<file path="config.mk">
export PLATFORM = sky130hd
export DESIGN_NAME = music_notation_tone_sequencer_flat
export DESIGN_NICKNAME = d
export VERILOG_FILES = /design/src/rtl/mnts_pkg.sv /design/src/rtl/mnts_in_if.sv /design/src/rtl/mnts_out_if.sv /design/src/rtl/mnts_ctrl.sv /design/src/rtl/mnts_dp.sv /design/src/rtl/music_notation_tone_sequencer.sv /design/src/flat_wrapper.sv
export SDC_FILE = /design/constraint.sdc
export NUM_CORES = 1
export LEC_CHECK = 0
export BUFFER_PORTS_ARGS = -buffer_cell sky130_fd_sc_hd__buf_2
export CAP_MARGIN = 20
export CORE_ASPECT_RATIO = 1.5
export CORE_MARGIN = 8
export CORE_UTILIZATION = 53
export DETAILED_ROUTE_END_ITERATION = 6
export PLACE_DENSITY = 0.69
export SYNTH_ARGS = -nofsm -noshare
export SYNTH_HDL_FRONTEND = slang
export SYNTH_SLANG_ARGS = --single-unit
</file>
<file path="constraint.sdc">
create_clock -name clk -period 12.1 [get_ports clk]
set_clock_uncertainty 0.1 [all_clocks]
set_input_delay 1.21 -clock clk [delete_from_list [all_inputs] [get_ports clk]]
set_output_delay 1.21 -clock clk [all_outputs]
set_load 0.03 [all_outputs]
</file>
<file path="src/rtl/mnts_pkg.sv">
// Package: shared constants, command codes, status types and tables of the tone sequencer.
`timescale 1ns / 1ps
package mnts_pkg;

  localparam int MAX_DOTS_DEF = 7;

  localparam int FREQ_W  = 13;
  localparam int TICKS_W = 24;
  localparam int RATE_W  = 10;
  localparam int WHOLE_W = 13;

  localparam logic [RATE_W-1:0]  TICK_RATE_RESET = 10'd100;
  localparam logic [WHOLE_W-1:0] WHOLE_RESET     = 13'd200;
  localparam logic [7:0]         TEMPO_DEFAULT   = 8'd120;
  localparam logic [7:0]         PITCH_HOME      = 8'd48;

  localparam logic [3:0] PC_NONE      = 4'd0;
  localparam logic [3:0] PC_NOTE_ACC  = 4'd1;
  localparam logic [3:0] PC_NOTE_NUM  = 4'd2;
  localparam logic [3:0] PC_NOTE_DOTS = 4'd3;
  localparam logic [3:0] PC_N_NUM     = 4'd4;
  localparam logic [3:0] PC_N_DOTS    = 4'd5;
  localparam logic [3:0] PC_P_NUM     = 4'd6;
  localparam logic [3:0] PC_P_DOTS    = 4'd7;
  localparam logic [3:0] PC_O_START   = 4'd8;
  localparam logic [3:0] PC_O_NUM     = 4'd9;
  localparam logic [3:0] PC_L_NUM     = 4'd10;
  localparam logic [3:0] PC_T_NUM     = 4'd11;
  localparam logic [3:0] PC_M_START   = 4'd12;

  localparam logic [3:0] CMD_NOP    = 4'd0;
  localparam logic [3:0] CMD_LOAD   = 4'd1;
  localparam logic [3:0] CMD_STEP   = 4'd2;
  localparam logic [3:0] CMD_DISP   = 4'd3;
  localparam logic [3:0] CMD_FLUSH  = 4'd4;
  localparam logic [3:0] CMD_JOB    = 4'd5;
  localparam logic [3:0] CMD_MUL    = 4'd6;
  localparam logic [3:0] CMD_DIVLD  = 4'd7;
  localparam logic [3:0] CMD_DIV    = 4'd8;
  localparam logic [3:0] CMD_FIN    = 4'd9;
  localparam logic [3:0] CMD_PUTSND = 4'd10;
  localparam logic [3:0] CMD_PUTSIL = 4'd11;
  localparam logic [3:0] CMD_END    = 4'd12;

  localparam logic [1:0] JOB_NONE  = 2'd0;
  localparam logic [1:0] JOB_PLAY  = 2'd1;
  localparam logic [1:0] JOB_TEMPO = 2'd2;

  typedef struct packed {
    logic [3:0] op;
  } ctrl_t;

  typedef struct packed {
    logic       absorbs;
    logic [1:0] job_kind;
    logic       cnt_zero;
    logic       put_ok;
    logic       eow;
  } status_t;

  function automatic logic [3:0] semitone(input logic [2:0] idx);
    logic [3:0] s;
    case (idx)
      3'd0: s = 4'd9;
      3'd1: s = 4'd11;
      3'd2: s = 4'd0;
      3'd3: s = 4'd2;
      3'd4: s = 4'd4;
      3'd5: s = 4'd5;
      3'd6: s = 4'd7;
      default: s = 4'd0;
    endcase
    return s;
  endfunction

  function automatic logic [FREQ_W-1:0] pitch_freq(input logic [6:0] i);
    logic [FREQ_W-1:0] f;
    case (i)
      7'd0: f = 13'd65;     7'd1: f = 13'd69;     7'd2: f = 13'd73;     7'd3: f = 13'd78;
      7'd4: f = 13'd82;     7'd5: f = 13'd87;     7'd6: f = 13'd93;     7'd7: f = 13'd98;
      7'd8: f = 13'd103;    7'd9: f = 13'd110;    7'd10: f = 13'd117;   7'd11: f = 13'd123;
      7'd12: f = 13'd131;   7'd13: f = 13'd139;   7'd14: f = 13'd147;   7'd15: f = 13'd156;
      7'd16: f = 13'd165;   7'd17: f = 13'd175;   7'd18: f = 13'd185;   7'd19: f = 13'd196;
      7'd20: f = 13'd208;   7'd21: f = 13'd220;   7'd22: f = 13'd233;   7'd23: f = 13'd247;
      7'd24: f = 13'd262;   7'd25: f = 13'd277;   7'd26: f = 13'd294;   7'd27: f = 13'd311;
      7'd28: f = 13'd330;   7'd29: f = 13'd349;   7'd30: f = 13'd370;   7'd31: f = 13'd392;
      7'd32: f = 13'd415;   7'd33: f = 13'd440;   7'd34: f = 13'd466;   7'd35: f = 13'd494;
      7'd36: f = 13'd523;   7'd37: f = 13'd554;   7'd38: f = 13'd587;   7'd39: f = 13'd622;
      7'd40: f = 13'd659;   7'd41: f = 13'd698;   7'd42: f = 13'd740;   7'd43: f = 13'd784;
      7'd44: f = 13'd831;   7'd45: f = 13'd880;   7'd46: f = 13'd932;   7'd47: f = 13'd988;
      7'd48: f = 13'd1047;  7'd49: f = 13'd1109;  7'd50: f = 13'd1175;  7'd51: f = 13'd1245;
      7'd52: f = 13'd1319;  7'd53: f = 13'd1397;  7'd54: f = 13'd1480;  7'd55: f = 13'd1568;
      7'd56: f = 13'd1661;  7'd57: f = 13'd1760;  7'd58: f = 13'd1865;  7'd59: f = 13'd1975;
      7'd60: f = 13'd2093;  7'd61: f = 13'd2217;  7'd62: f = 13'd2349;  7'd63: f = 13'd2489;
      7'd64: f = 13'd2637;  7'd65: f = 13'd2794;  7'd66: f = 13'd2960;  7'd67: f = 13'd3136;
      7'd68: f = 13'd3322;  7'd69: f = 13'd3520;  7'd70: f = 13'd3729;  7'd71: f = 13'd3951;
      7'd72: f = 13'd4186;  7'd73: f = 13'd4435;  7'd74: f = 13'd4698;  7'd75: f = 13'd4978;
      7'd76: f = 13'd5274;  7'd77: f = 13'd5588;  7'd78: f = 13'd5920;  7'd79: f = 13'd6272;
      7'd80: f = 13'd6644;  7'd81: f = 13'd7040;  7'd82: f = 13'd7459;  7'd83: f = 13'd7902;
      default: f = 13'd0;
    endcase
    return f;
  endfunction

endpackage

</file>
<file path="src/rtl/mnts_in_if.sv">
// Interface: character input channel.
`timescale 1ns / 1ps
interface mnts_in_if;
  logic       valid;
  logic       ready;
  logic [7:0] character;
  logic       end_of_write;
  modport source (output valid, character, end_of_write, input ready);
  modport sink (input valid, character, end_of_write, output ready);
endinterface

</file>
<file path="src/rtl/mnts_out_if.sv">
// Interface: tone and rest command output channel.
`timescale 1ns / 1ps
interface mnts_out_if;
  logic        valid;
  logic        ready;
  logic        is_rest;
  logic [12:0] frequency_hz;
  logic [23:0] ticks;
  logic        last_of_run;
  modport source (output valid, is_rest, frequency_hz, ticks, last_of_run, input ready);
  modport sink (input valid, is_rest, frequency_hz, ticks, last_of_run, output ready);
endinterface

</file>
<file path="src/rtl/mnts_ctrl.sv">
// Controller: sequences absorb, flush, dispatch, duration arithmetic and emission per byte.
`timescale 1ns / 1ps
module mnts_ctrl (
  input  logic              clk,
  input  logic              rst,
  input  logic              in_valid,
  input  mnts_pkg::status_t stat,
  output logic              idle,
  output mnts_pkg::ctrl_t   ctrl
);

  localparam logic [3:0] S_IDLE  = 4'd0;
  localparam logic [3:0] S_STEP  = 4'd1;
  localparam logic [3:0] S_DISP  = 4'd2;
  localparam logic [3:0] S_JOB   = 4'd3;
  localparam logic [3:0] S_MUL   = 4'd4;
  localparam logic [3:0] S_DIVLD = 4'd5;
  localparam logic [3:0] S_DIV   = 4'd6;
  localparam logic [3:0] S_FIN   = 4'd7;
  localparam logic [3:0] S_SND   = 4'd8;
  localparam logic [3:0] S_SIL   = 4'd9;
  localparam logic [3:0] S_AFTER = 4'd10;
  localparam logic [3:0] S_END   = 4'd11;

  logic [3:0] state, state_next;
  logic       phase, phase_next;

  assign idle = (state == S_IDLE);

  always_comb begin
    state_next = state;
    phase_next = phase;
    ctrl.op    = mnts_pkg::CMD_NOP;
    unique case (state)
      S_IDLE: begin
        if (in_valid) begin
          ctrl.op    = mnts_pkg::CMD_LOAD;
          phase_next = 1'b0;
          state_next = S_STEP;
        end
      end
      S_STEP: begin
        ctrl.op    = mnts_pkg::CMD_STEP;
        state_next = stat.absorbs ? S_AFTER : S_DISP;
      end
      S_DISP: begin
        ctrl.op    = mnts_pkg::CMD_DISP;
        state_next = S_JOB;
      end
      S_JOB: begin
        ctrl.op    = mnts_pkg::CMD_JOB;
        state_next = (stat.job_kind == mnts_pkg::JOB_NONE) ? S_AFTER : S_MUL;
      end
      S_MUL: begin
        if (stat.cnt_zero) state_next = S_DIVLD;
        else ctrl.op = mnts_pkg::CMD_MUL;
      end
      S_DIVLD: begin
        ctrl.op    = mnts_pkg::CMD_DIVLD;
        state_next = S_DIV;
      end
      S_DIV: begin
        if (stat.cnt_zero) state_next = S_FIN;
        else ctrl.op = mnts_pkg::CMD_DIV;
      end
      S_FIN: begin
        ctrl.op    = mnts_pkg::CMD_FIN;
        state_next = (stat.job_kind == mnts_pkg::JOB_PLAY) ? S_SND : S_AFTER;
      end
      S_SND: begin
        if (stat.put_ok) begin
          ctrl.op    = mnts_pkg::CMD_PUTSND;
          state_next = S_SIL;
        end
      end
      S_SIL: begin
        if (stat.put_ok) begin
          ctrl.op    = mnts_pkg::CMD_PUTSIL;
          state_next = S_AFTER;
        end
      end
      S_AFTER: begin
        if (!phase && stat.eow) begin
          ctrl.op    = mnts_pkg::CMD_FLUSH;
          phase_next = 1'b1;
          state_next = S_JOB;
        end else begin
          state_next = S_END;
        end
      end
      S_END: begin
        if (stat.put_ok) begin
          ctrl.op    = mnts_pkg::CMD_END;
          state_next = S_IDLE;
        end
      end
      default: state_next = S_IDLE;
    endcase
  end

  always_ff @(posedge clk) begin
    if (rst) begin
      state <= S_IDLE;
      phase <= 1'b0;
    end else begin
      state <= state_next;
      phase <= phase_next;
    end
  end

endmodule

</file>
<file path="src/rtl/mnts_dp.sv">
// Datapath: interpreter state, shared multiply-by-three and restoring divider, output staging.
`timescale 1ns / 1ps
module mnts_dp #(
  parameter int MAX_DOTS = mnts_pkg::MAX_DOTS_DEF
) (
  input  logic                        clk,
  input  logic                        rst,
  input  logic                        cfg_we,
  input  logic [mnts_pkg::RATE_W-1:0] cfg_wdata,
  input  logic [7:0]                  in_character,
  input  logic                        in_end_of_write,
  input  mnts_pkg::ctrl_t             ctrl,
  output mnts_pkg::status_t           stat,
  mnts_out_if.source                  tones
);

  localparam int DW = $clog2(MAX_DOTS + 1);
  localparam int NW = (13 + 2 * MAX_DOTS > 18) ? 13 + 2 * MAX_DOTS : 18;
  localparam int CW = $clog2(NW + 1);

  function automatic logic [9:0] mag(input logic signed [9:0] v);
    return (v < 0) ? 10'(-v) : 10'(v);
  endfunction

  logic [7:0]                   char_q;
  logic                         eow_q;
  logic [mnts_pkg::RATE_W-1:0]  tick_rate;
  logic [2:0]                   octave;
  logic [mnts_pkg::WHOLE_W-1:0] whole;
  logic [3:0]                   fill;
  logic [6:0]                   deflen;
  logic                         tracking;
  logic                         oset;
  logic signed [7:0]            prev;
  logic [3:0]                   pend;
  logic [9:0]                   acc;
  logic [DW-1:0]                dots;
  logic signed [7:0]            ppitch;
  logic [1:0]                   job_kind;
  logic signed [7:0]            job_pitch;
  logic [7:0]                   job_div;
  logic [DW-1:0]                job_dots;
  logic [NW-1:0]                num;
  logic [7:0]                   rem;
  logic [CW-1:0]                cnt;
  logic [NW-1:0]                snd;
  logic [NW-1:0]                sil;
  logic [12:0]                  freq_q;
  logic                         hold_v;
  logic                         hold_rest;
  logic [12:0]                  hold_freq;
  logic [23:0]                  hold_ticks;
  logic                         out_v;

  logic [7:0]        uc;
  logic              is_dig;
  logic [13:0]       acc_mul;
  logic [9:0]        acc_dig;
  logic [DW-1:0]     dots_inc;
  logic              is_dot;
  logic              is_acc_mark;
  logic              absorbs;
  logic [6:0]        pick;
  logic              trk;
  logic signed [9:0] pw, pv, p1, p2;
  logic [9:0]        d0;
  logic              up, dn;
  logic [2:0]        o1, o2;
  logic [7:0]        tempo;
  logic [17:0]       rate240;
  logic [8:0]        rs;
  logic [NW-1:0]     total;
  logic [3:0]        kfill;
  logic [NW+3:0]     prod;
  logic [NW-1:0]     sil_val;
  logic              in_rom;
  logic              put_ok;
  logic              push;
  logic              push_last;

  assign uc       = (char_q >= 8'h61 && char_q <= 8'h7a) ? char_q - 8'd32 : char_q;
  assign is_dig   = (char_q >= 8'h30 && char_q <= 8'h39);
  assign acc_mul  = {1'b0, acc, 3'b000} + {3'b000, acc, 1'b0} + {10'd0, char_q[3:0]};
  assign acc_dig  = (acc_mul > 14'd1023) ? 10'd1023 : acc_mul[9:0];
  assign dots_inc = (dots < DW'(MAX_DOTS)) ? dots + 1'b1 : dots;
  assign is_dot   = (char_q == 8'h2e);
  assign is_acc_mark = (char_q == 8'h23 || char_q == 8'h2b || char_q == 8'h2d);

  always_comb begin
    case (pend)
      mnts_pkg::PC_NOTE_ACC:  absorbs = is_acc_mark || is_dig || is_dot;
      mnts_pkg::PC_NOTE_NUM, mnts_pkg::PC_N_NUM, mnts_pkg::PC_P_NUM:
        absorbs = is_dig || is_dot;
      mnts_pkg::PC_NOTE_DOTS, mnts_pkg::PC_N_DOTS, mnts_pkg::PC_P_DOTS:
        absorbs = is_dot;
      mnts_pkg::PC_O_START:   absorbs = (uc == 8'h4e) || (uc == 8'h4c) || is_dig;
      mnts_pkg::PC_O_NUM, mnts_pkg::PC_L_NUM, mnts_pkg::PC_T_NUM:
        absorbs = is_dig;
      mnts_pkg::PC_M_START:   absorbs = (uc == 8'h4e) || (uc == 8'h4c) || (uc == 8'h53);
      default:                absorbs = 1'b0;
    endcase
  end

  assign pick = (acc == 10'd0 || acc > 10'd64) ? deflen : acc[6:0];

  assign trk = tracking && !oset;
  assign pw  = 10'(ppitch);
  assign pv  = 10'(prev);
  assign d0  = mag(pw - pv);
  assign up  = trk && (d0 > mag(pw + 10'sd12 - pv)) && (octave < 3'd6);
  assign p1  = up ? pw + 10'sd12 : pw;
  assign o1  = up ? octave + 3'd1 : octave;
  assign dn  = trk && (d0 > mag(p1 - 10'sd12 - pv)) && (o1 != 3'd0);
  assign p2  = dn ? p1 - 10'sd12 : p1;
  assign o2  = dn ? o1 - 3'd1 : o1;

  assign tempo   = (acc < 10'd32 || acc > 10'd255) ? mnts_pkg::TEMPO_DEFAULT : acc[7:0];
  assign rate240 = {tick_rate, 8'd0} - {4'd0, tick_rate, 4'd0};
  assign rs      = {rem, num[NW-1]};
  assign total   = num >> job_dots;
  assign kfill   = 4'd8 - fill;
  assign prod    = (NW + 4)'(total) * (NW + 4)'(kfill);
  assign sil_val = NW'(prod >> 3);
  assign in_rom  = (job_pitch >= 8'sd0) && (job_pitch < 8'sd84);

  assign put_ok = !hold_v || !out_v || tones.ready;
  always_comb begin
    push      = 1'b0;
    push_last = 1'b0;
    case (ctrl.op)
      mnts_pkg::CMD_PUTSND: push = hold_v && (snd != '0);
      mnts_pkg::CMD_PUTSIL: push = hold_v && (sil != '0);
      mnts_pkg::CMD_END: begin
        push      = hold_v;
        push_last = 1'b1;
      end
      default: push = 1'b0;
    endcase
  end

  assign stat.absorbs  = (pend != mnts_pkg::PC_NONE) && absorbs;
  assign stat.job_kind = job_kind;
  assign stat.cnt_zero = (cnt == '0);
  assign stat.put_ok   = put_ok;
  assign stat.eow      = eow_q;

  assign tones.valid = out_v;

  always_ff @(posedge clk) begin
    if (rst) begin
      tick_rate <= mnts_pkg::TICK_RATE_RESET;
      octave    <= 3'd4;
      whole     <= mnts_pkg::WHOLE_RESET;
      fill      <= 4'd7;
      deflen    <= 7'd4;
      tracking  <= 1'b0;
      oset      <= 1'b1;
      prev      <= mnts_pkg::PITCH_HOME;
      pend      <= mnts_pkg::PC_NONE;
      acc       <= '0;
      dots      <= '0;
      ppitch    <= '0;
      job_kind  <= mnts_pkg::JOB_NONE;
      cnt       <= '0;
      hold_v    <= 1'b0;
      out_v     <= 1'b0;
    end else begin
      if (cfg_we) tick_rate <= cfg_wdata;
      if (push) begin
        out_v              <= 1'b1;
        tones.is_rest      <= hold_rest;
        tones.frequency_hz <= hold_freq;
        tones.ticks        <= hold_ticks;
        tones.last_of_run  <= push_last;
      end else if (tones.ready) begin
        out_v <= 1'b0;
      end
      case (ctrl.op)
        mnts_pkg::CMD_LOAD: begin
          char_q <= in_character;
          eow_q  <= in_end_of_write;
        end
        mnts_pkg::CMD_STEP, mnts_pkg::CMD_FLUSH: begin
          if (ctrl.op == mnts_pkg::CMD_STEP && pend != mnts_pkg::PC_NONE && absorbs) begin
            case (pend)
              mnts_pkg::PC_NOTE_ACC, mnts_pkg::PC_NOTE_NUM, mnts_pkg::PC_N_NUM,
              mnts_pkg::PC_P_NUM: begin
                if (pend == mnts_pkg::PC_NOTE_ACC && is_acc_mark) begin
                  ppitch <= (char_q == 8'h2d) ? ppitch - 8'sd1 : ppitch + 8'sd1;
                  pend   <= mnts_pkg::PC_NOTE_NUM;
                end else if (is_dig) begin
                  acc <= acc_dig;
                  if (pend == mnts_pkg::PC_NOTE_ACC) pend <= mnts_pkg::PC_NOTE_NUM;
                end else begin
                  dots <= dots_inc;
                  pend <= (pend == mnts_pkg::PC_N_NUM) ? mnts_pkg::PC_N_DOTS :
                          (pend == mnts_pkg::PC_P_NUM) ? mnts_pkg::PC_P_DOTS :
                          mnts_pkg::PC_NOTE_DOTS;
                end
              end
              mnts_pkg::PC_O_START: begin
                if (uc == 8'h4e) begin
                  oset     <= 1'b0;
                  tracking <= 1'b0;
                  pend     <= mnts_pkg::PC_NONE;
                end else if (uc == 8'h4c) begin
                  tracking <= 1'b1;
                  pend     <= mnts_pkg::PC_NONE;
                end else begin
                  acc  <= acc_dig;
                  pend <= mnts_pkg::PC_O_NUM;
                end
              end
              mnts_pkg::PC_M_START: begin
                fill <= (uc == 8'h4e) ? 4'd7 : (uc == 8'h4c) ? 4'd8 : 4'd6;
                pend <= mnts_pkg::PC_NONE;
              end
              mnts_pkg::PC_NOTE_DOTS, mnts_pkg::PC_N_DOTS, mnts_pkg::PC_P_DOTS:
                dots <= dots_inc;
              default: acc <= acc_dig;
            endcase
          end else begin
            job_kind <= mnts_pkg::JOB_NONE;
            job_dots <= dots;
            case (pend)
              mnts_pkg::PC_NOTE_ACC, mnts_pkg::PC_NOTE_NUM, mnts_pkg::PC_NOTE_DOTS: begin
                octave    <= o2;
                oset      <= 1'b0;
                prev      <= p2[7:0];
                job_kind  <= mnts_pkg::JOB_PLAY;
                job_pitch <= p2[7:0];
                job_div   <= {1'b0, pick};
              end
              mnts_pkg::PC_N_NUM, mnts_pkg::PC_N_DOTS: begin
                if (acc <= 10'd84) begin
                  job_kind  <= mnts_pkg::JOB_PLAY;
                  job_pitch <= acc[7:0] - 8'sd1;
                  job_div   <= {1'b0, deflen};
                end
              end
              mnts_pkg::PC_P_NUM, mnts_pkg::PC_P_DOTS: begin
                job_kind  <= mnts_pkg::JOB_PLAY;
                job_pitch <= -8'sd1;
                job_div   <= {1'b0, pick};
              end
              mnts_pkg::PC_O_START, mnts_pkg::PC_O_NUM: begin
                octave <= (acc >= 10'd7) ? 3'd4 : acc[2:0];
                oset   <= 1'b1;
              end
              mnts_pkg::PC_L_NUM: deflen <= (acc == 10'd0 || acc > 10'd64) ? 7'd4 : acc[6:0];
              mnts_pkg::PC_T_NUM: begin
                job_kind <= mnts_pkg::JOB_TEMPO;
                job_div  <= tempo;
              end
              default: job_kind <= mnts_pkg::JOB_NONE;
            endcase
            pend <= mnts_pkg::PC_NONE;
            acc  <= '0;
            dots <= '0;
          end
        end
        mnts_pkg::CMD_DISP: begin
          if (uc >= 8'h41 && uc <= 8'h47) begin
            ppitch <= 8'({4'd0, mnts_pkg::semitone(uc[2:0] - 3'd1)}) +
                      8'({octave, 3'b000}) + 8'({octave, 2'b00});
            pend   <= mnts_pkg::PC_NOTE_ACC;
          end else begin
            case (uc)
              8'h4f: pend <= mnts_pkg::PC_O_START;
              8'h4e: pend <= mnts_pkg::PC_N_NUM;
              8'h50, 8'h7e: pend <= mnts_pkg::PC_P_NUM;
              8'h4c: pend <= mnts_pkg::PC_L_NUM;
              8'h54: pend <= mnts_pkg::PC_T_NUM;
              8'h4d: pend <= mnts_pkg::PC_M_START;
              8'h3e: begin
                if (octave < 3'd6) octave <= octave + 3'd1;
                oset <= 1'b1;
              end
              8'h3c: begin
                if (octave > 3'd0) octave <= octave - 3'd1;
                oset <= 1'b1;
              end
              default: pend <= pend;
            endcase
          end
        end
        mnts_pkg::CMD_JOB: begin
          if (job_kind == mnts_pkg::JOB_PLAY) begin
            num <= NW'(whole);
            cnt <= CW'(job_dots);
          end else begin
            num <= NW'(rate240);
            cnt <= '0;
          end
        end
        mnts_pkg::CMD_MUL: begin
          num <= num + {num[NW-2:0], 1'b0};
          cnt <= cnt - 1'b1;
        end
        mnts_pkg::CMD_DIVLD: begin
          rem <= '0;
          cnt <= CW'(NW);
        end
        mnts_pkg::CMD_DIV: begin
          if (rs >= {1'b0, job_div}) begin
            rem <= 8'(rs - {1'b0, job_div});
            num <= {num[NW-2:0], 1'b1};
          end else begin
            rem <= rs[7:0];
            num <= {num[NW-2:0], 1'b0};
          end
          cnt <= cnt - 1'b1;
        end
        mnts_pkg::CMD_FIN: begin
          if (job_kind == mnts_pkg::JOB_TEMPO) begin
            whole <= num[mnts_pkg::WHOLE_W-1:0];
            if (job_dots == '0) job_kind <= mnts_pkg::JOB_TEMPO;
          end else begin
            if (in_rom) begin
              sil <= sil_val;
              snd <= total - sil_val;
            end else begin
              sil <= total;
              snd <= '0;
            end
            freq_q <= mnts_pkg::pitch_freq(job_pitch[6:0]);
          end
        end
        mnts_pkg::CMD_PUTSND: begin
          if (snd != '0) begin
            hold_v     <= 1'b1;
            hold_rest  <= 1'b0;
            hold_freq  <= freq_q;
            hold_ticks <= 24'(snd);
          end
        end
        mnts_pkg::CMD_PUTSIL: begin
          if (sil != '0) begin
            hold_v     <= 1'b1;
            hold_rest  <= 1'b1;
            hold_freq  <= '0;
            hold_ticks <= 24'(sil);
          end
        end
        mnts_pkg::CMD_END: begin
          hold_v <= 1'b0;
          if (eow_q) prev <= mnts_pkg::PITCH_HOME;
        end
        default: hold_v <= hold_v;
      endcase
    end
  end

endmodule

</file>
<file path="src/rtl/music_notation_tone_sequencer.sv">
// Top level: music notation tone sequencer, controller plus datapath.
`timescale 1ns / 1ps
// Interprets a PLAY-style music string byte by byte and emits tone and rest beats.
// One byte at a time is taken. A byte that only extends the pending command skips
// dispatch; a byte that completes a note runs the dot multiply steps, then the shared
// restoring divider at one quotient bit per cycle (13 + 2*MAX_DOTS bits, at least 18;
// 27 by default), again if end_of_write flushes a second note. A tempo command uses the
// same divider. Output beats sit in a register, so one result may wait downstream while
// the next is computed; the final beat of a byte carries last_of_run.
module music_notation_tone_sequencer #(
  parameter int MAX_DOTS = mnts_pkg::MAX_DOTS_DEF
) (
  input  logic                        clk,
  input  logic                        rst,
  input  logic                        cfg_we,
  input  logic [mnts_pkg::RATE_W-1:0] cfg_wdata,
  mnts_in_if.sink                     chars,
  mnts_out_if.source                  tones
);

  mnts_pkg::ctrl_t   ctrl;
  mnts_pkg::status_t stat;
  logic              idle;

  assign chars.ready = idle;

  mnts_ctrl u_ctrl (
    .clk      (clk),
    .rst      (rst),
    .in_valid (chars.valid),
    .stat     (stat),
    .idle     (idle),
    .ctrl     (ctrl)
  );

  mnts_dp #(.MAX_DOTS(MAX_DOTS)) u_dp (
    .clk             (clk),
    .rst             (rst),
    .cfg_we          (cfg_we),
    .cfg_wdata       (cfg_wdata),
    .in_character    (chars.character),
    .in_end_of_write (chars.end_of_write),
    .ctrl            (ctrl),
    .stat            (stat),
    .tones           (tones)
  );

endmodule

</file>
<file path="src/flat_wrapper.sv">
// flat-port wrapper written by rule: the top's interface ports become plain ports
module music_notation_tone_sequencer_flat 
#(
  parameter int MAX_DOTS = mnts_pkg::MAX_DOTS_DEF
)
  (clk, rst, cfg_we, cfg_wdata, chars_valid, chars_character, chars_end_of_write, chars_ready, tones_valid, tones_is_rest, tones_frequency_hz, tones_ticks, tones_last_of_run, tones_ready);
  mnts_in_if chars_i ();
  mnts_out_if tones_i ();
  input  logic clk;
  input  logic rst;
  input  logic cfg_we;
  input  logic [mnts_pkg::RATE_W-1:0] cfg_wdata;
  input wire logic [$bits(chars_i.valid)-1:0] chars_valid;
  input wire logic [$bits(chars_i.character)-1:0] chars_character;
  input wire logic [$bits(chars_i.end_of_write)-1:0] chars_end_of_write;
  output wire logic [$bits(chars_i.ready)-1:0] chars_ready;
  output wire logic [$bits(tones_i.valid)-1:0] tones_valid;
  output wire logic [$bits(tones_i.is_rest)-1:0] tones_is_rest;
  output wire logic [$bits(tones_i.frequency_hz)-1:0] tones_frequency_hz;
  output wire logic [$bits(tones_i.ticks)-1:0] tones_ticks;
  output wire logic [$bits(tones_i.last_of_run)-1:0] tones_last_of_run;
  input wire logic [$bits(tones_i.ready)-1:0] tones_ready;
  assign chars_i.valid = chars_valid;
  assign chars_i.character = chars_character;
  assign chars_i.end_of_write = chars_end_of_write;
  assign chars_ready = chars_i.ready;
  assign tones_valid = tones_i.valid;
  assign tones_is_rest = tones_i.is_rest;
  assign tones_frequency_hz = tones_i.frequency_hz;
  assign tones_ticks = tones_i.ticks;
  assign tones_last_of_run = tones_i.last_of_run;
  assign tones_i.ready = tones_ready;
  music_notation_tone_sequencer #(.MAX_DOTS(MAX_DOTS)) u_core (.clk(clk), .rst(rst), .cfg_we(cfg_we), .cfg_wdata(cfg_wdata), .chars(chars_i), .tones(tones_i));
endmodule
</file>
Word-level counts from Yosys, hierarchy flattened
Memories as Yosys holds them, arrays and structs flattened. A register that Yosys moved wholly into a read port is not among the register bits.
Cells that the tools add are included.
- add/subtract/negate cells: 27
- multiply operators: 1
- order comparisons: 23
- equal/unequal tests: 94
- shift-type cells: 1
- mux-type cells: 124
- bitwise gates (word level): 3
- reductions and logical operators: 93
- operator list (operator ; number):
    $mux 8 ; 14
    $mux 10 ; 10
    $mux 4 ; 25
    $pmux 4 s12 ; 2
    $pmux 27 s3 ; 1
    $eq 8x7->1 const B ; 8
    $eq 4x4->1 const B ; 14
    $reduce_bool 27->1 ; 2
    $eq 4x3->1 const B ; 12
    $eq 8x6->1 const B ; 6
    $mux 24 ; 2
    $mux 3 ; 16
    $pmux 24 s2 ; 1
    $pmux 4 s6 ; 2
    $pmux 8 s2 ; 3
    $pmux 8 s3 ; 2
    $ne 2x2->1 const B ; 18
    $mul 27x4->30 ; 1
    $pmux 10 s3 ; 1
    $add 27x27->27 ; 1
    $mux 27 ; 1
    $shr 27x3->27 ; 1
    $sub 27x27->27 ; 1
    $mux 13 ; 2
    other kinds (90) ; 220
- register bits after elaboration: 280
- bits in read-only memories: 1664
- output and inout port bits: 41
- memories: 1
- memory list (memory ; words ; width ; read ports ; clocked after Yosys merged registers in ; wr ports ; RTL line ; source):
    (name not given) ; 128 ; 13 ; 1 ; 1 ; 0 ; mnts_pkg.sv:78 ; case (i)

Depth between registers and ports, before layout
- depth after elaboration: 19
- gate-level depth with buffers: 45

By module
A second synthesis with hierarchy kept.
- cell total of the unflattened synthesis: 2831
- area, all modules: 24591.1 µm²
- modules (own cells, without submodules) (module ; times used ; cells each ; area each (µm²) ; sequential area each (µm²)):
    mnts_dp ; 1 ; 2763 ; 24120.6 ; 7817.5
    mnts_ctrl ; 1 ; 68 ; 470.5 ; 100.1

Worst setup path before layout
No wires, ideal clock.
- path type: input-to-reg
- from: input port tones_ready
- to: register u_core.u_dp.freq_q[0], enable pin
- setup time: 0.657 ns
- data arrival time: 8.648 ns
- data required time: 11.343 ns
- path slack: 2.695 ns
- cell stages on the path: 5
- path through: nand3b_1 a2bb2oi_1 o32ai_1 or4_1 nor4_1
- cells in the longest elaborated chain, start to end: 5
- elaborated cells between the ends (all ways): 7
- ends and longest elaborated chain (item ; RTL line ; source):
    from (decl) ; flat_wrapper.sv:22 ; input wire logic [$bits(tones_i.ready)-1:0] tones_ready;
    $logic_or 1x1->1 (*) ; mnts_dp.sv:126 ; assign put_ok = !hold_v || !out_v || tones.ready;
    $mux 4 (on tied branches) ; mnts_ctrl.sv:77, mnts_ctrl.sv:71, mnts_ctrl.sv:92 ;
    $pmux 4 s12 (*) ; mnts_ctrl.sv:34 ; unique case (state)
    $eq 4x4->1 (*) ; mnts_dp.sv:178 ; case (ctrl.op)
    $reduce_and 3->1 (no source line) (*) ; - ;
    to (decl) ; mnts_dp.sv:48 ; logic [12:0] freq_q;
Every way passes the cells marked *; elsewhere a longest branch is shown, timed or not.
A chain may end at the register's enable or synchronous reset.

Worst setup path after layout
- from: register u_core.u_dp.ppitch[2]
- to: register u_core.u_dp.prev[4]
- cells in the longest elaborated chain, start to end: 19
- elaborated cells between the ends (all ways): 27
- ends and longest elaborated chain (item ; RTL line ; source):
    from (decl) ; mnts_dp.sv:38 ; logic signed [7:0] ppitch;
    from (signal assigned) ; mnts_dp.sv:189 ; ppitch <= (char_q == 8'h2d) ? ppitch - 8'sd1 : ppitch + 8'sd1;
    from (signal assigned) ; mnts_dp.sv:264 ; ppitch <= 8'({4'd0, mnts_pkg::semitone(uc[2:0] - 3'd1)}) +
    $add 8x5->9 ; mnts_dp.sv:110, mnts_dp.sv:111 ;
    $sub 9x8->10 ; mnts_dp.sv:110 ; assign up = trk && (d0 > mag(pw + 10'sd12 - pv)) && (octave < 3'd6);
    $neg 10->10 or $lt 10x1->1 (tied branches) ; mnts_dp.sv:22 ; return (v < 0) ? 10'(-v) : 10'(v);
    $mux 10 ; mnts_dp.sv:22 ;
    $gt 10x10->1 ; mnts_dp.sv:110 ;
    $logic_and 1x1->1 (2 in series) ; mnts_dp.sv:110 ;
    $mux 10 ; mnts_dp.sv:111 ; assign p1 = up ? pw + 10'sd12 : pw;
    $sub 10x5->10 ; mnts_dp.sv:114 ; assign p2 = dn ? p1 - 10'sd12 : p1;
    $sub 10x8->10 ; mnts_dp.sv:113 ; assign dn = trk && (d0 > mag(p1 - 10'sd12 - pv)) && (o1 != 3'd0);
    $neg 10->10 or $lt 10x1->1 (tied branches) ; mnts_dp.sv:22 ;
    $mux 10 ; mnts_dp.sv:22 ;
    $gt 10x10->1 ; mnts_dp.sv:113 ;
    $logic_and 1x1->1 (2 in series) ; mnts_dp.sv:113 ;
    $mux 8 (*) ; mnts_dp.sv:114 ;
    $mux 8 (*) ; mnts_dp.sv:225 ; case (pend)
    $mux 8 (*) ; mnts_dp.sv:184 ; if (ctrl.op == mnts_pkg::CMD_STEP && pend != mnts_pkg::PC_NONE && absorbs) begin
    $pmux 8 s2 (*) ; mnts_dp.sv:178 ;
    to (signal assigned) ; mnts_dp.sv:158 ; prev <= mnts_pkg::PITCH_HOME;
    to (signal assigned) ; mnts_dp.sv:229 ; prev <= p2[7:0];
    to (signal assigned) ; mnts_dp.sv:347 ; if (eow_q) prev <= mnts_pkg::PITCH_HOME;
    to (decl) ; mnts_dp.sv:34 ; logic signed [7:0] prev;
Every way passes the cells marked *; elsewhere a longest branch is shown, timed or not. The select of a mux whose other input is x is not followed.

==> results.json <==
{
  "drt_iter0_drc": 1178,
  "cp.required_ns": 12.47,
  "power.density_nw_per_um2": 104.6,
  "p_comb_share_pct": 26.9,
  "crit_fanout": 9,
  "nFillCells": 4113,
  "antenna_found_initial": 1,
  "grt_pass1_wl_microns": 99330,
  "swShare_pct": 31.93,
  "crit_type": "reg2reg",
  "yosysSeqAreaShare_pct": 32.60,
  "hold_class": "reg2reg",
  "synth.distinct_cells": 97,
  "reg2reg_slack_ns": 1.86,
  "die_area_sq_um": 53070,
  "synth_area_per_cell_sq_um": 8.781,
  "antennaDiodeCount": 0,
  "min_period_ns": 10.24,
  "reg2reg_to": "u_core.u_dp.prev[4]",
  "wl_per_cell_microns": 18.15,
  "r2r_cells": 41,
  "r2r-start": "u_core.u_dp.ppitch[2]",
  "fmax_mhz": 97.62,
  "port_buffers": 64,
  "p_int_uw": 1847,
  "grt-ovfl-total": 0,
  "power_frac_seq_pct": 41.3,
  "area_growth_syn_to_layout_pct": 6.856,
  "cts_tree": "done",
  "die_h_microns": 278.2,
  "grt_pass1_vias": 20180,
  "min_period_over_period_pct": 84.66,
  "cpMaxStageDelayCell": "a31oi_1",
  "nets": 3040,
  "start_kind": "flop",
  "io_pins": 65,
  "final.setup.tns_ns": 0,
  "cp.arrival_ns": 10.61,
  "fp-row-count": 96,
  "status": "finished, final reports clean",
  "finalHoldViolations": 0,
  "core-area_sq_um": 45520,
  "clock_path_buffers": 3,
  "leakagePower_uw": 0.01046,
  "grtUsageTotal_pct": 22.46,
  "synthCells": 2766,
  "htree_num_levels": 1,
  "synth_edf_count": 207,
  "p_clk_share_pct": 31.7,
  "drt_first_pass_iters": 5,
  "worstHoldStart": "u_core.u_dp.hold_ticks[16]",
  "num_vias": 20450,
  "numCtsBuffers": 30,
  "gp_congestion": 0.9590,
  "clk_pin_slew_ns": 0.06,
  "rsz0062_at_grt": "false",
  "maxCapViolCount": 0,
  "numClockSinks": 292,
  "switching_power_uw": 866.7,
  "power.total_uw": 2714,
  "mostFrequentLayoutCells": "nand2_1, a21oi_1, nor2_1, edfxtp_1, ha_1",
  "drv_slew": 0,
  "ys_warn_count": 0,
  "postCtsResizedCells": 0,
  "initial_utilization_pct": 53.35,
  "hold_buffers": 0,
  "synth-main-ff-cell": "edfxtp_1",
  "post_cts.repair.setup_buffers": 0,
  "antenna_left": 0,
  "place_hpwl_microns": 47340,
  "grt_max_degree": 68,
  "wirelength_microns": 61210,
  "async_reset_ff_share_pct": 0,
  "cp_slowest_stage_delay_ns": 0.69,
  "vias_per_cell": 6.064,
  "die_w_microns": 190.8,
  "finalSetupViolations": 0,
  "layout.cells.most_common": "nand2_1",
  "clockRootBuffer": "clkbuf_16",
  "slew_headroom_pct": 30.76,
  "worst_pin_slew_ns": 1.035,
  "crit_top_cell": "xnor2_1",
  "crit_path_end_kind": "flop",
  "drc": 0,
  "insertion_delay_ns": 0.59,
  "synth_seq_cells": 292,
  "ir_worst_vdd_mv": 0.1259,
  "hold_path_depth": 0,
  "hold-path-endpoint": "u_core.u_dp.tones.ticks[16]",
  "syn_area_sq_um": 24290,
  "drive_gt1_share_pct": 7.902
}
worst max path at each step:
stage                                     start               endpoint  slack, ns
final                     u_core.u_dp.ppitch[2]    u_core.u_dp.prev[4]       1.86
after floorplan                     tones_ready  u_core.u_dp.freq_q[0]       2.70
after global placement    u_core.u_dp.ppitch[2]    u_core.u_dp.prev[4]       2.09
after detailed placement  u_core.u_dp.ppitch[0]    u_core.u_dp.prev[4]       1.92
after CTS                 u_core.u_dp.ppitch[0]    u_core.u_dp.prev[4]       1.86
after global routing      u_core.u_dp.ppitch[2]    u_core.u_dp.prev[4]       0.85
cells in the mapped netlist, types with 7 or more instances:
cell / count / area share [%]
and3_1: 12 / 0.31
nand3_1: 60 / 1.2
inv_1: 153 / 2.4
mux2i_1: 43 / 1.8
and2_1: 58 / 1.5
nor3_1: 64 / 1.3
xor2_1: 68 / 2.5
a21o_1: 50 / 1.5
a31oi_1: 28 / 0.72
nand2_1: 339 / 5.2
a21oi_1: 253 / 5.2
a31o_2: 7 / 0.25
a22oi_1: 21 / 0.65
ha_1: 197 / 10
edfxtp_1: 207 / 26
xnor2_1: 97 / 3.5
or3_1: 11 / 0.28
fa_1: 59 / 4.9
o22ai_1: 12 / 0.31
dfxtp_1: 85 / 7.0
nor2b_1: 45 / 1.2
mux4_2: 15 / 1.4
o21a_1: 25 / 0.77
buf_2: 8 / 0.16
nand4_1: 20 / 0.52
o211ai_1: 15 / 0.46
o21bai_1: 17 / 0.53
or2_2: 13 / 0.33
clkbuf_1: 97 / 1.5
o31ai_1: 16 / 0.49
a211oi_1: 32 / 0.99
o21ai_0: 154 / 3.2
nor4_1: 26 / 0.67
nor2_1: 231 / 3.6
buf_1: 17 / 0.26
nor3b_1: 12 / 0.37
mux2_2: 22 / 1.0
nand2b_1: 32 / 0.82
power groups by stage:
stage	logic, uW	clock network (uW)	registers (uW)
after floorplan	581	0	1120
after global placement	703	0	1140
after detailed placement	724	0	1140
after CTS	729	886	1120
after global routing	820	921	1120
final	731	861	1120
metal layers:
| layer | GRT usage, % | routed length [microns] | up-vias |
|---|---|---|---|
| met4 | 10.45 | 2704 | 0 |
| met3 | 2.844 | 3111 | 144 |
| li1 | - | - | 9964 |
| met5 | 0 | 0 | - |
| met2 | 41.14 | 31350 | 573 |
| met1 | 25.30 | 24050 | 9767 |
registers in the layout, indices dropped and copies added (netlist names), 10 cells and up:
signal,flops
u_core.u_dp.whole,13
u_core.u_dp.num,27
u_core.u_dp.snd,27
u_core.u_dp.acc,10
u_core.u_dp.hold_ticks,24
u_core.u_dp.freq_q,13
u_core.u_dp.tick_rate,10
u_core.u_dp.tones.frequency_hz,13
u_core.u_dp.sil,27
u_core.u_dp.tones.ticks,24
u_core.u_dp.hold_freq,13
kinds of logic after synthesis:
group           synth area share (%)
flops                          32.60
fa+ha+maj                      15.01
xor+xnor                       5.950
simple gates                   18.57
buf+inv                        4.528
mux                            4.183
compound gates                 19.15
other cells                  0.01544
per-stage QoR:
step	hold slack, ns	instance area (sq um)	instances	setup WS [ns]	utilization (%)
after floorplan	0.3003	24290	2767	2.695	-
after global placement	0.3008	25040	3316	2.086	55.01
after detailed placement	0.3054	25040	3316	1.921	55.01
after CTS	0.3078	25950	3372	1.855	57.01
after global routing	0.3090	25950	3372	0.8525	57.01
final	0.2999	25950	3372	1.857	57.01
final cells by class:
cell class / instances / area [sq um] / area share, %
Clock buffer: 34 / 765.7 / 2.950
Clock inverter: 22 / 143.9 / 0.5544
Inverter: 156 / 585.6 / 2.256
Multi-Input combinational cell: 2192 / 15300 / 58.97
Sequential cell: 292 / 7918 / 30.51
Tap cell: 588 / 735.7 / 2.835
Timing Repair Buffer: 88 / 500.5 / 1.928
critical path: cells and delay by family (launching register included):
kind	cells	cell delay, ns
AOI/OAI and AO/OA	16	3.50
xor gates and xnor gates	8	1.92
adders and majority gates	6	1.77
buffers and inverters	3	0.35
DFF	1	0.47
and+or+nand+nor	8	2.01
Note: power is estimated with default switching activity, not from simulation.
